[src/hdl/pfm_pkg.sv]
// pfm_pkg: shared widths and constants of the period frequency meter.
// No dependencies; used by pfm_rsp_if, every pfm module and the verification files.
`timescale 1ns / 1ps
package pfm_pkg;

   localparam int FREQ_WIDTH = 16;
   localparam int DISP_WIDTH = 8;

   localparam logic [FREQ_WIDTH-1:0] NUM_RESET   = 16'd10000;
   localparam logic [FREQ_WIDTH-1:0] UPPER_LIMIT = 16'd99;
   localparam logic [FREQ_WIDTH-1:0] LOWER_LIMIT = 16'd10;
   localparam logic [DISP_WIDTH-1:0] OVER_CODE   = 8'hEE;
   localparam logic [DISP_WIDTH-1:0] LOW_CODE    = 8'h10;

   typedef logic [FREQ_WIDTH-1:0] freq_type;
   typedef logic [DISP_WIDTH-1:0] disp_type;

endpackage

[src/hdl/pfm_if.sv]
// pfm_if: valid/ready channel interfaces for the sample and result beats.
// Depends on pfm_pkg for payload types.
`timescale 1ns / 1ps
interface pfm_req_if;
   logic valid;
   logic ready;
   logic level;

   modport source (output valid, output level, input ready);
   modport sink   (input valid, input level, output ready);
endinterface

interface pfm_rsp_if;
   logic             valid;
   logic             ready;
   pfm_pkg::freq_type frequency;
   pfm_pkg::disp_type display_code;

   modport source (output valid, output frequency, output display_code, input ready);
   modport sink   (input valid, input frequency, input display_code, output ready);
endinterface

[src/hdl/pfm_front.sv]
// pfm_front: edge tracking and period tick counter; pushes finished counts.
// Depends on pfm_pkg and pfm_req_if.
`timescale 1ns / 1ps
module pfm_front #(
   parameter int COUNT_WIDTH = 16
) (
   input  logic                   clock,
   input  logic                   reset,
   pfm_req_if.sink                req,
   output logic                   push_valid,
   input  logic                   push_ready,
   output logic [COUNT_WIDTH-1:0] push_count
);
   import pfm_pkg::*;

   localparam logic [1:0] PH_SKIP_HIGH = 2'd0;
   localparam logic [1:0] PH_SKIP_LOW  = 2'd1;
   localparam logic [1:0] PH_CNT_HIGH  = 2'd2;
   localparam logic [1:0] PH_CNT_LOW   = 2'd3;

   localparam logic [COUNT_WIDTH-1:0] COUNT_MAX = {COUNT_WIDTH{1'b1}};
   localparam logic [COUNT_WIDTH-1:0] COUNT_ONE = {{(COUNT_WIDTH-1){1'b0}}, 1'b1};

   logic [1:0]             phase_ff, phase_in;
   logic [COUNT_WIDTH-1:0] tick_ff, tick_in;
   logic [COUNT_WIDTH-1:0] tick_up;
   logic                   accept;

   // In the counted low phase every sample waits for queue room, not only the closing rise.
   assign req.ready  = (phase_ff != PH_CNT_LOW) || push_ready;
   assign accept     = req.valid && req.ready;
   assign push_valid = req.valid && (phase_ff == PH_CNT_LOW) && req.level;
   assign push_count = tick_ff;
   assign tick_up    = (tick_ff != COUNT_MAX) ? tick_ff + COUNT_ONE : tick_ff;

   always_comb begin
      phase_in = phase_ff;
      tick_in  = tick_ff;
      if (accept) begin
         case (phase_ff)
            PH_SKIP_HIGH: begin
               if (!req.level) phase_in = PH_SKIP_LOW;
            end
            PH_SKIP_LOW: begin
               if (req.level) begin
                  phase_in = PH_CNT_HIGH;
                  tick_in  = COUNT_ONE;
               end
            end
            PH_CNT_HIGH: begin
               if (!req.level) phase_in = PH_CNT_LOW;
               tick_in = tick_up;
            end
            PH_CNT_LOW: begin
               if (req.level) begin
                  phase_in = PH_SKIP_HIGH;
                  tick_in  = '0;
               end else begin
                  tick_in = tick_up;
               end
            end
            default: begin
               phase_in = PH_SKIP_HIGH;
               tick_in  = '0;
            end
         endcase
      end
   end

   always_ff @(posedge clock) begin
      if (reset) begin
         phase_ff <= PH_SKIP_HIGH;
         tick_ff  <= '0;
      end else begin
         phase_ff <= phase_in;
         tick_ff  <= tick_in;
      end
   end

endmodule

[src/hdl/pfm_queue.sv]
// pfm_queue: two-entry FIFO of period counts between front and back.
// Depends on pfm_pkg only for the common import style.
`timescale 1ns / 1ps
module pfm_queue #(
   parameter int WIDTH = 16
) (
   input  logic             clock,
   input  logic             reset,
   input  logic             push_valid,
   output logic             push_ready,
   input  logic [WIDTH-1:0] push_data,
   output logic             pop_valid,
   input  logic             pop_ready,
   output logic [WIDTH-1:0] pop_data
);
   import pfm_pkg::*;

   localparam int DEPTH = 2;
   localparam int AW    = $clog2(DEPTH);

   logic [WIDTH-1:0] entry_ff [DEPTH];
   logic [AW-1:0]    wr_ptr_ff, wr_ptr_in;
   logic [AW-1:0]    rd_ptr_ff, rd_ptr_in;
   logic [AW:0]      fill_ff, fill_in;
   logic             do_push, do_pop;

   assign push_ready = (fill_ff != (AW+1)'(DEPTH));
   assign pop_valid  = (fill_ff != '0);
   assign pop_data   = entry_ff[rd_ptr_ff];
   assign do_push    = push_valid && push_ready;
   assign do_pop     = pop_valid && pop_ready;

   always_comb begin
      wr_ptr_in = do_push ? wr_ptr_ff + 1'b1 : wr_ptr_ff;
      rd_ptr_in = do_pop  ? rd_ptr_ff + 1'b1 : rd_ptr_ff;
      fill_in   = fill_ff;
      if (do_push && !do_pop) fill_in = fill_ff + 1'b1;
      else if (!do_push && do_pop) fill_in = fill_ff - 1'b1;
   end

   always_ff @(posedge clock) begin
      if (reset) begin
         wr_ptr_ff <= '0;
         rd_ptr_ff <= '0;
         fill_ff   <= '0;
      end else begin
         wr_ptr_ff <= wr_ptr_in;
         rd_ptr_ff <= rd_ptr_in;
         fill_ff   <= fill_in;
      end
   end

   always_ff @(posedge clock) begin
      if (do_push) entry_ff[wr_ptr_ff] <= push_data;
   end

endmodule

[src/hdl/pfm_back.sv]
// pfm_back: bit-serial restoring divider and display encoder with output register.
// Depends on pfm_pkg and pfm_rsp_if.
`timescale 1ns / 1ps
module pfm_back #(
   parameter int COUNT_WIDTH = 16
) (
   input  logic                   clock,
   input  logic                   reset,
   input  pfm_pkg::freq_type      numerator,
   input  logic                   pop_valid,
   output logic                   pop_ready,
   input  logic [COUNT_WIDTH-1:0] pop_count,
   pfm_rsp_if.source              rsp
);
   import pfm_pkg::*;

   localparam logic [1:0] ST_IDLE = 2'd0;
   localparam logic [1:0] ST_DIV  = 2'd1;
   localparam logic [1:0] ST_DONE = 2'd2;

   localparam int SW = $clog2(FREQ_WIDTH);
   localparam logic [SW-1:0] LAST_STEP = SW'(FREQ_WIDTH - 1);

   logic [1:0]             state_ff, state_in;
   logic [SW-1:0]          step_ff, step_in;
   logic [COUNT_WIDTH-1:0] div_ff, div_in;
   logic [COUNT_WIDTH-1:0] rem_ff, rem_in;
   freq_type               quo_ff, quo_in;
   logic                   out_valid_ff, out_valid_in;
   freq_type               out_freq_ff, out_freq_in;
   disp_type               out_disp_ff, out_disp_in;

   logic [COUNT_WIDTH:0]   rem_sh, rem_sub;
   logic                   fits;
   logic                   load_out;
   freq_type               result;
   logic [6:0]             f7;
   logic [14:0]            prod;
   logic [3:0]             tens;
   logic [6:0]             units;
   disp_type               disp;

   assign pop_ready = (state_ff == ST_IDLE);
   assign load_out  = (state_ff == ST_DONE) && (!out_valid_ff || rsp.ready);

   assign rem_sh  = {rem_ff, quo_ff[FREQ_WIDTH-1]};
   assign rem_sub = rem_sh - {1'b0, div_ff};
   assign fits    = (rem_sh >= {1'b0, div_ff});

   // Zero divisor cannot come from the front, but maps to zero anyway.
   assign result = (div_ff != '0) ? quo_ff : '0;

   // Tens digit for 11..99 by reciprocal: f*205 >> 11 is exact below 1029.
   assign f7    = result[6:0];
   assign prod  = 15'(f7) * 15'd205;
   assign tens  = prod[14:11];
   assign units = f7 - 7'(tens) * 7'd10;

   always_comb begin
      if (result > UPPER_LIMIT)       disp = OVER_CODE;
      else if (result <= LOWER_LIMIT) disp = LOW_CODE;
      else                            disp = {tens, units[3:0]};
   end

   always_comb begin
      state_in = state_ff;
      step_in  = step_ff;
      div_in   = div_ff;
      rem_in   = rem_ff;
      quo_in   = quo_ff;
      case (state_ff)
         ST_IDLE: begin
            if (pop_valid) begin
               div_in   = pop_count;
               rem_in   = '0;
               quo_in   = numerator;
               step_in  = '0;
               state_in = ST_DIV;
            end
         end
         ST_DIV: begin
            rem_in  = fits ? rem_sub[COUNT_WIDTH-1:0] : rem_sh[COUNT_WIDTH-1:0];
            quo_in  = {quo_ff[FREQ_WIDTH-2:0], fits};
            step_in = step_ff + 1'b1;
            if (step_ff == LAST_STEP) state_in = ST_DONE;
         end
         ST_DONE: begin
            if (load_out) state_in = ST_IDLE;
         end
         default: state_in = ST_IDLE;
      endcase
   end

   always_comb begin
      out_freq_in  = out_freq_ff;
      out_disp_in  = out_disp_ff;
      out_valid_in = out_valid_ff;
      if (load_out) begin
         out_freq_in  = result;
         out_disp_in  = disp;
         out_valid_in = 1'b1;
      end else if (rsp.ready) begin
         out_valid_in = 1'b0;
      end
   end

   always_ff @(posedge clock) begin
      if (reset) begin
         state_ff     <= ST_IDLE;
         out_valid_ff <= 1'b0;
      end else begin
         state_ff     <= state_in;
         out_valid_ff <= out_valid_in;
      end
   end

   always_ff @(posedge clock) begin
      step_ff     <= step_in;
      div_ff      <= div_in;
      rem_ff      <= rem_in;
      quo_ff      <= quo_in;
      out_freq_ff <= out_freq_in;
      out_disp_ff <= out_disp_in;
   end

   assign rsp.valid        = out_valid_ff;
   assign rsp.frequency    = out_freq_ff;
   assign rsp.display_code = out_disp_ff;

endmodule

[src/hdl/period_frequency_meter.sv]
// period_frequency_meter: top level, numerator register and front/queue/back.
// Depends on pfm_pkg, pfm_if, pfm_front, pfm_queue and pfm_back.
`timescale 1ns / 1ps
// Reciprocal frequency meter on a sampled level. Each req beat carries one
// sample; the front takes one beat per clock while req ready is high. After
// skipping the current high part and the following low part it counts one
// high and one low phase; the next rising sample closes the measurement and
// pushes the tick count (which saturates at 2^COUNT_WIDTH-1) into a
// two-entry queue. That same sample starts the next skip, so every other
// period is measured. The back pops a count and runs a one-bit-per-clock
// restoring division of the numerator register by it, then encodes the
// display byte (0xEE above 99, 0x10 at 10 or below, else packed BCD) into
// the output register and returns to idle to pop the next count. The rsp
// beat waits in an output register while the back starts the next count.
// req ready drops while the low phase is being counted and the queue is
// full. csr writes land in the numerator register; write it only idle.
module period_frequency_meter #(
   parameter int COUNT_WIDTH = 16
) (
   input  logic              clock,
   input  logic              reset,
   pfm_req_if.sink           req_bus,
   pfm_rsp_if.source         rsp_bus,
   input  logic              csr_wr_en,
   input  pfm_pkg::freq_type csr_wr_data
);
   import pfm_pkg::*;

   // Dividend register; read directly by the back.
   freq_type numerator_ff, numerator_in;

   // Front to queue.
   logic                   push_valid, push_ready;
   logic [COUNT_WIDTH-1:0] push_count;

   // Queue to back.
   logic                   pop_valid, pop_ready;
   logic [COUNT_WIDTH-1:0] pop_count;

   assign numerator_in = csr_wr_en ? csr_wr_data : numerator_ff;

   always_ff @(posedge clock) begin
      if (reset) begin
         numerator_ff <= NUM_RESET;
      end else begin
         numerator_ff <= numerator_in;
      end
   end

   pfm_front #(.COUNT_WIDTH(COUNT_WIDTH)) u_front (
      .clock      (clock),
      .reset      (reset),
      .req        (req_bus),
      .push_valid (push_valid),
      .push_ready (push_ready),
      .push_count (push_count)
   );

   pfm_queue #(.WIDTH(COUNT_WIDTH)) u_queue (
      .clock      (clock),
      .reset      (reset),
      .push_valid (push_valid),
      .push_ready (push_ready),
      .push_data  (push_count),
      .pop_valid  (pop_valid),
      .pop_ready  (pop_ready),
      .pop_data   (pop_count)
   );

   pfm_back #(.COUNT_WIDTH(COUNT_WIDTH)) u_back (
      .clock      (clock),
      .reset      (reset),
      .numerator  (numerator_ff),
      .pop_valid  (pop_valid),
      .pop_ready  (pop_ready),
      .pop_count  (pop_count),
      .rsp        (rsp_bus)
   );

endmodule

[src/flat_wrapper.sv]
// flat-port wrapper written by rule: the top's interface ports become plain ports
module period_frequency_meter_flat import pfm_pkg::*;
#(
   parameter int COUNT_WIDTH = 16
)
  (clock, reset, csr_wr_en, csr_wr_data, req_bus_valid, req_bus_level, req_bus_ready, rsp_bus_valid, rsp_bus_frequency, rsp_bus_display_code, rsp_bus_ready);
  pfm_req_if req_bus_i ();
  pfm_rsp_if rsp_bus_i ();
  input  logic clock;
  input  logic reset;
  input  logic csr_wr_en;
  input  pfm_pkg::freq_type csr_wr_data;
  input wire logic [$bits(req_bus_i.valid)-1:0] req_bus_valid;
  input wire logic [$bits(req_bus_i.level)-1:0] req_bus_level;
  output wire logic [$bits(req_bus_i.ready)-1:0] req_bus_ready;
  output wire logic [$bits(rsp_bus_i.valid)-1:0] rsp_bus_valid;
  output wire logic [$bits(rsp_bus_i.frequency)-1:0] rsp_bus_frequency;
  output wire logic [$bits(rsp_bus_i.display_code)-1:0] rsp_bus_display_code;
  input wire logic [$bits(rsp_bus_i.ready)-1:0] rsp_bus_ready;
  assign req_bus_i.valid = req_bus_valid;
  assign req_bus_i.level = req_bus_level;
  assign req_bus_ready = req_bus_i.ready;
  assign rsp_bus_valid = rsp_bus_i.valid;
  assign rsp_bus_frequency = rsp_bus_i.frequency;
  assign rsp_bus_display_code = rsp_bus_i.display_code;
  assign rsp_bus_i.ready = rsp_bus_ready;
  period_frequency_meter #(.COUNT_WIDTH(COUNT_WIDTH)) u_core (.clock(clock), .reset(reset), .req_bus(req_bus_i), .rsp_bus(rsp_bus_i), .csr_wr_en(csr_wr_en), .csr_wr_data(csr_wr_data));
endmodule
[config.mk]
export PLATFORM = sky130hd
export DESIGN_NAME = period_frequency_meter_flat
export DESIGN_NICKNAME = d
export VERILOG_FILES = /design/src/hdl/pfm_pkg.sv /design/src/hdl/pfm_if.sv /design/src/hdl/pfm_front.sv /design/src/hdl/pfm_queue.sv /design/src/hdl/pfm_back.sv /design/src/hdl/period_frequency_meter.sv /design/src/flat_wrapper.sv
export SDC_FILE = /design/constraint.sdc
export NUM_CORES = 1
export LEC_CHECK = 0
export CORE_MARGIN = 4
export CORE_UTILIZATION = 45
export DETAILED_ROUTE_END_ITERATION = 8
export DONT_BUFFER_PORTS = 1
export PLACE_DENSITY = 0.66
export SETUP_SLACK_MARGIN = 0.4
export SYNTH_ARGS = -nofsm -noshare
export SYNTH_HDL_FRONTEND = slang
export SYNTH_SLANG_ARGS = --single-unit
[constraint.sdc]
create_clock -name clock -period 10.7 [get_ports clock]
set_input_delay 3.21 -clock clock [delete_from_list [all_inputs] [get_ports clock]]
set_output_delay 3.21 -clock clock [all_outputs]
set_load 0.03 [all_outputs]
# --- Yosys cells after proc, flatten, opt, wreduce, memory -nomap -nowiden ---
# Memory sizes are Yosys's and may differ from the RTL's. A register that Yosys moved wholly into a read port is not among the register bits.
# Cells that the tools add are included.
classes:
  muxes: 28
  n_shift: 0
  bitwise_logic: 0
  add_sub_neg: 8
  n_lt_le_gt_ge: 3
  n_reduce_logical: 27
  n_eq_ne: 16
  n_div: 0
  multipliers: 2
ops:
  columns: ["cell", "count"]
  rows:
  - ["16-bit two-way mux", 7]
  - ["16-bit one-hot mux with 2 select lines", 2]
  - ["16-bit one-hot mux with 3 select lines", 1]
  - ["2-bit two-way mux", 9]
  - ["2-bit inequality test (second input constant)", 9]
  - ["17-bit by 16-bit greater-or-equal comparator with 1-bit output", 1]
  - ["16-bit by 1-bit adder with 16-bit output (second input constant)", 1]
  - ["16-bit by 7-bit > comparator with 1-bit output (second input constant)", 1]
  - ["16-bit by 4-bit <= comparator with 1-bit output (second input constant)", 1]
  - ["16-bit inequality test (second input constant)", 1]
  - ["16-bit nonzero test", 1]
  - ["16-bit subtractor", 1]
  - ["7-bit by 8-bit multiplier with 15-bit output (second input constant)", 1]
  - ["1-bit logical AND", 8]
  - ["8-bit two-way mux", 1]
  - ["2-bit one-hot mux with 4 select lines", 1]
  - ["4-bit one-hot mux with 2 select lines", 1]
  - ["2-bit nonzero test", 4]
  - ["2-bit == test (second input constant)", 3]
  - ["2-bit one-hot mux with 3 select lines", 1]
  - ["3-bit AND reduction", 2]
  - ["5-bit AND reduction", 1]
  - ["4-bit by 1-bit adder with 4-bit output (second input constant)", 1]
  - ["2-bit by 1-bit == test with 1-bit output (second input constant)", 2]
  - ["other kinds (14)", 23]
word_totals:
  input_bits: 22
  ff_bits: 101
  latch_bits: 0
  word_cells: 99
  rom_bits: 0
  ram_bits: 32
  mem_count: 1
mem_list:
  columns: ["memory", "words", "word_bits", "rd", "rd_clocked_by_memory_dff", "wr", "line_no", "text"]
  rows:
  - ["u_core.u_queue.entry_ff", 2, 16, 1, 1, 1, "pfm_queue.sv:21", "logic [WIDTH-1:0] entry_ff [DEPTH];"]

# --- Depth between registers and ports, before layout ---
logic_depth:
  word_depth: 8
  depth_mapped: 24
  mapped_depth_nobuf: 23

# --- Modules after synthesis ---
# A second synthesis with hierarchy kept.
unflattened:
  hier_cells: 680
  area_unflattened_um2: 8085.3
modules_own_cells:
  columns: ["module", "seq_area_each_um2", "instances", "area_per_inst_um2", "cells_each"]
  rows:
  - ["pfm_back", 2342.2, 1, 5009.8, 417]
  - ["pfm_queue", 1061.0, 1, 1376.3, 74]
  - ["pfm_front", 360.3, 1, 1107.3, 137]
  - ["period_frequency_meter", 320.3, 1, 591.8, 52]

# --- Worst setup path before layout ---
# No wires, ideal clock.
synth_path:
  path_kind: "register to register"
  from: "register u_core.u_back.div_ff[1], read port of u_core.u_queue.entry_ff"
  to: "register u_core.u_back.out_disp_ff[3], in the netlist u_core.u_back.rsp.display_code[3] (data pin)"
  path_slack_ns: 5.410
  path_stages_with_launch: 24
  setup_ns: 0.275
  path_buffers: 1
  synth_period_minus_slack_ns: 5.290
  t_arrival_ns: 5.014
  required_ns: 10.425
  cell_sequence: "edfxtp_1 > nor4_1 > nand4_1 > clkbuf_1 > nand2_1 > inv_1 > ha_1 > ha_1 > fa_1 > inv_1 > fa_1 > inv_1 > ha_1 > a31o_2 > a21oi_1 > nand2_1 > xnor2_1 > inv_1 > ha_1 > inv_1 > fa_1 > xor2_1 > xnor3_1 > o21ai_1"
synth_between:
  elab_chain_len: 6
  word_cells_on_any_way: 8
  cone_classes: "add/sub (1); mul (2); order compare (2); mux (2); reduce/logical (1)"
synth_rtl:
  columns: ["element", "line_no", "text"]
  rows:
  - ["from (decl)", "pfm_back.sv:26", "logic [COUNT_WIDTH-1:0] div_ff, div_in;"]
  - ["16-bit nonzero test (*)", "pfm_back.sv:51", "assign result = (div_ff != '0) ? quo_ff : '0;"]
  - ["16-bit two-way mux (*)", "pfm_back.sv:51", null]
  - ["net u_core.u_back.result[4]", "pfm_back.sv:36", "freq_type result;"]
  - ["7-bit by 8-bit multiplier with 15-bit output", "pfm_back.sv:55", "assign prod = 15'(f7) * 15'd205;"]
  - ["4-bit by 3-bit multiplier with 3-bit output", "pfm_back.sv:57", "assign units = f7 - 7'(tens) * 7'd10;"]
  - ["4-bit subtractor", "pfm_back.sv:57", null]
  - ["8-bit two-way mux", "pfm_back.sv:61", "else if (result <= LOWER_LIMIT) disp = LOW_CODE;"]
  - ["to (signal assigned)", "pfm_back.sv:123", "out_disp_ff <= out_disp_in;"]
  - ["to (decl)", "pfm_back.sv:31", "disp_type out_disp_ff, out_disp_in;"]
# The timed path passes the listed nets; every way through them passes the cells marked *.
# A chain may end at the register's enable or synchronous reset.

# --- Worst setup path in the final report ---
layout_path:
  from: "register u_core.u_back.div_ff[4], read port of u_core.u_queue.entry_ff"
  to: "register u_core.u_back.out_disp_ff[3], in the netlist u_core.u_back.rsp.display_code[3] (data pin)"
# The elaborated chain is that of the path after synthesis.

==> flow_summary.ini <==
[flow_run]
max_cap_violations = 0

[clock_network]
cts_max_path_buffers = 2
numClockSinks = 149
clock_latency_ns = 0.42
cts_root_buf = clkbuf_16
cts_tree = yes
post_cts_buffers = 0
cts.clk_slew.worst_paths_ns = 0.06
cts_max_level = 4
ctsHoldBuffers = 0
cts_buffers = 17
cts_resized = 0

[yosys]
synth-compound-area-share = 0.0991
yosys.cell_count.top_type = edfxtp_1
postSynthCellCount = 712
avgSynthCellArea_sq_um = 11.0
yosys.area.top_type = edfxtp_1
synthAdderAreaFrac = 0.127
synthXorXnorAreaFrac = 0.0274
ys_warn_count = 0
synth_edf_count = 108
syn_area_sq_um = 7860
async_flop_share = 0
synthMuxAreaShare = 0.0407
synth.distinct_cells = 65
syn_nets = 808
synth-simple-area-share = 0.150
yosys_most_used_dff = edfxtp_1
synthTopCellsByCount = 108 x edfxtp_1, 80 x nand2_1, 64 x ha_1
netlist_top_cells_area = edfxtp_1 41%, dfxtp_1 10%, ha_1 10%
yosysTopAreaCellShare = 0.412
ys_ff_latch = 149
synth_top_family_by_area = simple AND/OR/NAND/NOR gates
seq_area_frac_synth = 0.517

[sta]
worst_slack_ns = 4.56
period_share = 0.574
setup_viol_count_final = 0
fmax_mhz = 163
worst_slew_pin_slew_ns = 1.27
hold_viol_final = 0
rsz0062_at_grt = no
fin_skew_ns = 0.0102
slew-limit-headroom = 0.147
fin_setup_tns_ns = 0
fin_crit_ns = 6.14
drv_slew = 0

[die]
initial_core_util = 0.456
die_area_sq_um = 19700
placementRows = 48
ios = 48
fp.dieW_um = 140
core-area_sq_um = 17200
die_y_um = 140

[place]
dpl.hpwl_um = 11300
routabilityCongestion = 0.860
pre_cts_ws_ns = 4.56
portBuffers = 0

[global_routing]
grt_first_pass_wirelength_um = 25700
grt_max_degree = 37
grt_pass1_vias = 5302
antenna_found_initial = 0
grt_overflow = 0
grt_use_total = 0.163

[worst_setup_path]
crit_fanout = 19
critPathArrivalTime_ns = 6.41
required_ns = 10.97
startpoint_type = register
end_kind = register
crit_type = reg2reg

[cells_and_area]
num_antenna_cells = 0
drive_above_1_share = 0.0948
fin_nets = 811
syn_to_final_growth_pct = 10.5
multi_input_area_sq_um = 3500
fillers = 1511
regArea_sq_um = 4060

[run_status]
status = completed

[drt]
drc = 0
dr.pass1.iters = 5
vias_per_cell = 5.38
wirelength_um = 15600
post_drt_wl_per_cell_um = 16.4
vias = 5130
final_antenna_net_count = 0
first_iter_violations = 268

[min_path]
hold_path.class = reg2reg
cells in the final DEF, fill, tap and decap left out, drive strengths merged, types with 8 or more instances in the layout:
cell type,n
nor2b,12
ha,64
xor2,14
nor2,56
a21oi,31
xnor2,8
nand2,81
or3,14
clkbuf,18
nand3,19
o21a,8
fa,10
and2,14
mux2i,14
mux2,16
edfxtp,108
inv,60
o21ai,38
a211oi,8
dfxtp,41
nand4,9
final timing paths:
check	cells after the start	to	from	slack, ns
max	22	u_core.u_back.rsp.display_code[3]	u_core.u_back.div_ff[4]	4.56
min	2	u_core.numerator_ff[15]	u_core.numerator_ff[15]	0.49
max reg2reg	22	u_core.u_back.rsp.display_code[3]	u_core.u_back.div_ff[4]	4.56
min reg2reg	2	u_core.numerator_ff[15]	u_core.numerator_ff[15]	0.49
through the flow:
step | area, sq um | instances | hold slack, ns | util
final | 8690 | 953 | 0.493 | 0.504
after global routing | 8690 | 953 | 0.509 | 0.504
after CTS | 8690 | 953 | 0.499 | 0.504
after detailed placement | 8080 | 921 | 0.483 | 0.469
after global placement | 8080 | 921 | 0.475 | 0.469
after floorplan | 7860 | 712 | 0.460 | -
flip-flops by register name (all words and copies together), names as in the netlist:
signal,cells
u_core.u_queue.wr_ptr_ff,1
u_core.u_back.step_ff,4
u_core.u_queue.rd_ptr_ff,1
u_core.u_queue.entry_ff,32
u_core.u_back.rsp.frequency,16
u_core.u_back.quo_ff,16
u_core.u_back.state_ff,2
u_core.numerator_ff,16
u_core.u_back.rsp.valid,1
u_core.u_back.rsp.display_code,8
u_core.u_front.push_count,16
u_core.u_back.div_ff,16
u_core.u_queue.fill_ff,2
u_core.u_front.phase_ff,2
u_core.u_back.rem_ff,16
cells by family after synthesis:
| group | Yosys count |
|---|---|
| AND/OR/NAND/NOR | 241 |
| flip-flops | 149 |
| AO/OA/AOI/OAI | 120 |
| buffers and inverters | 75 |
| adder cells (fa/ha/maj) | 74 |
| multiplexers | 30 |
| XOR/XNOR | 23 |
critical path: stages, from the launching register on:
cell	delay, ns
edfxtp_1	0.38
nor4_1	0.36
nand4_1	0.65
nand2_1	0.40
inv_1	0.17
ha_1	0.33
ha_1	0.29
fa_1	0.50
inv_1	0.05
fa_1	0.50
inv_1	0.04
ha_1	0.30
a31o_2	0.20
a21oi_1	0.20
nand2_1	0.12
xnor2_1	0.15
inv_1	0.08
ha_1	0.14
inv_1	0.06
fa_1	0.39
xor2_1	0.22
xnor3_1	0.32
o21ai_1	0.13
area by class of cell:
type,count,share of cell area
Tap cell,225,0.0324
Timing Repair Buffer,4,0.00346
Clock inverter,14,0.0202
Clock buffer,18,0.0494
Sequential cell,149,0.468
Multi-Input combinational cell,488,0.403
Inverter,55,0.0238
per-layer routing:
metal  wire length, um  GRT usage  vias up  share of wire
met5                 0          0        -              0
met4               286     0.0541        0          0.018
met3               484     0.0454       20          0.031
met2              8000      0.282       94           0.51
met1              6860      0.197     2468           0.44
li1                  -          -     2548              -
Power is left out: the tool's default activity adds up to more than one toggle a clock period on the data nets, which glitch-free logic cannot reach.
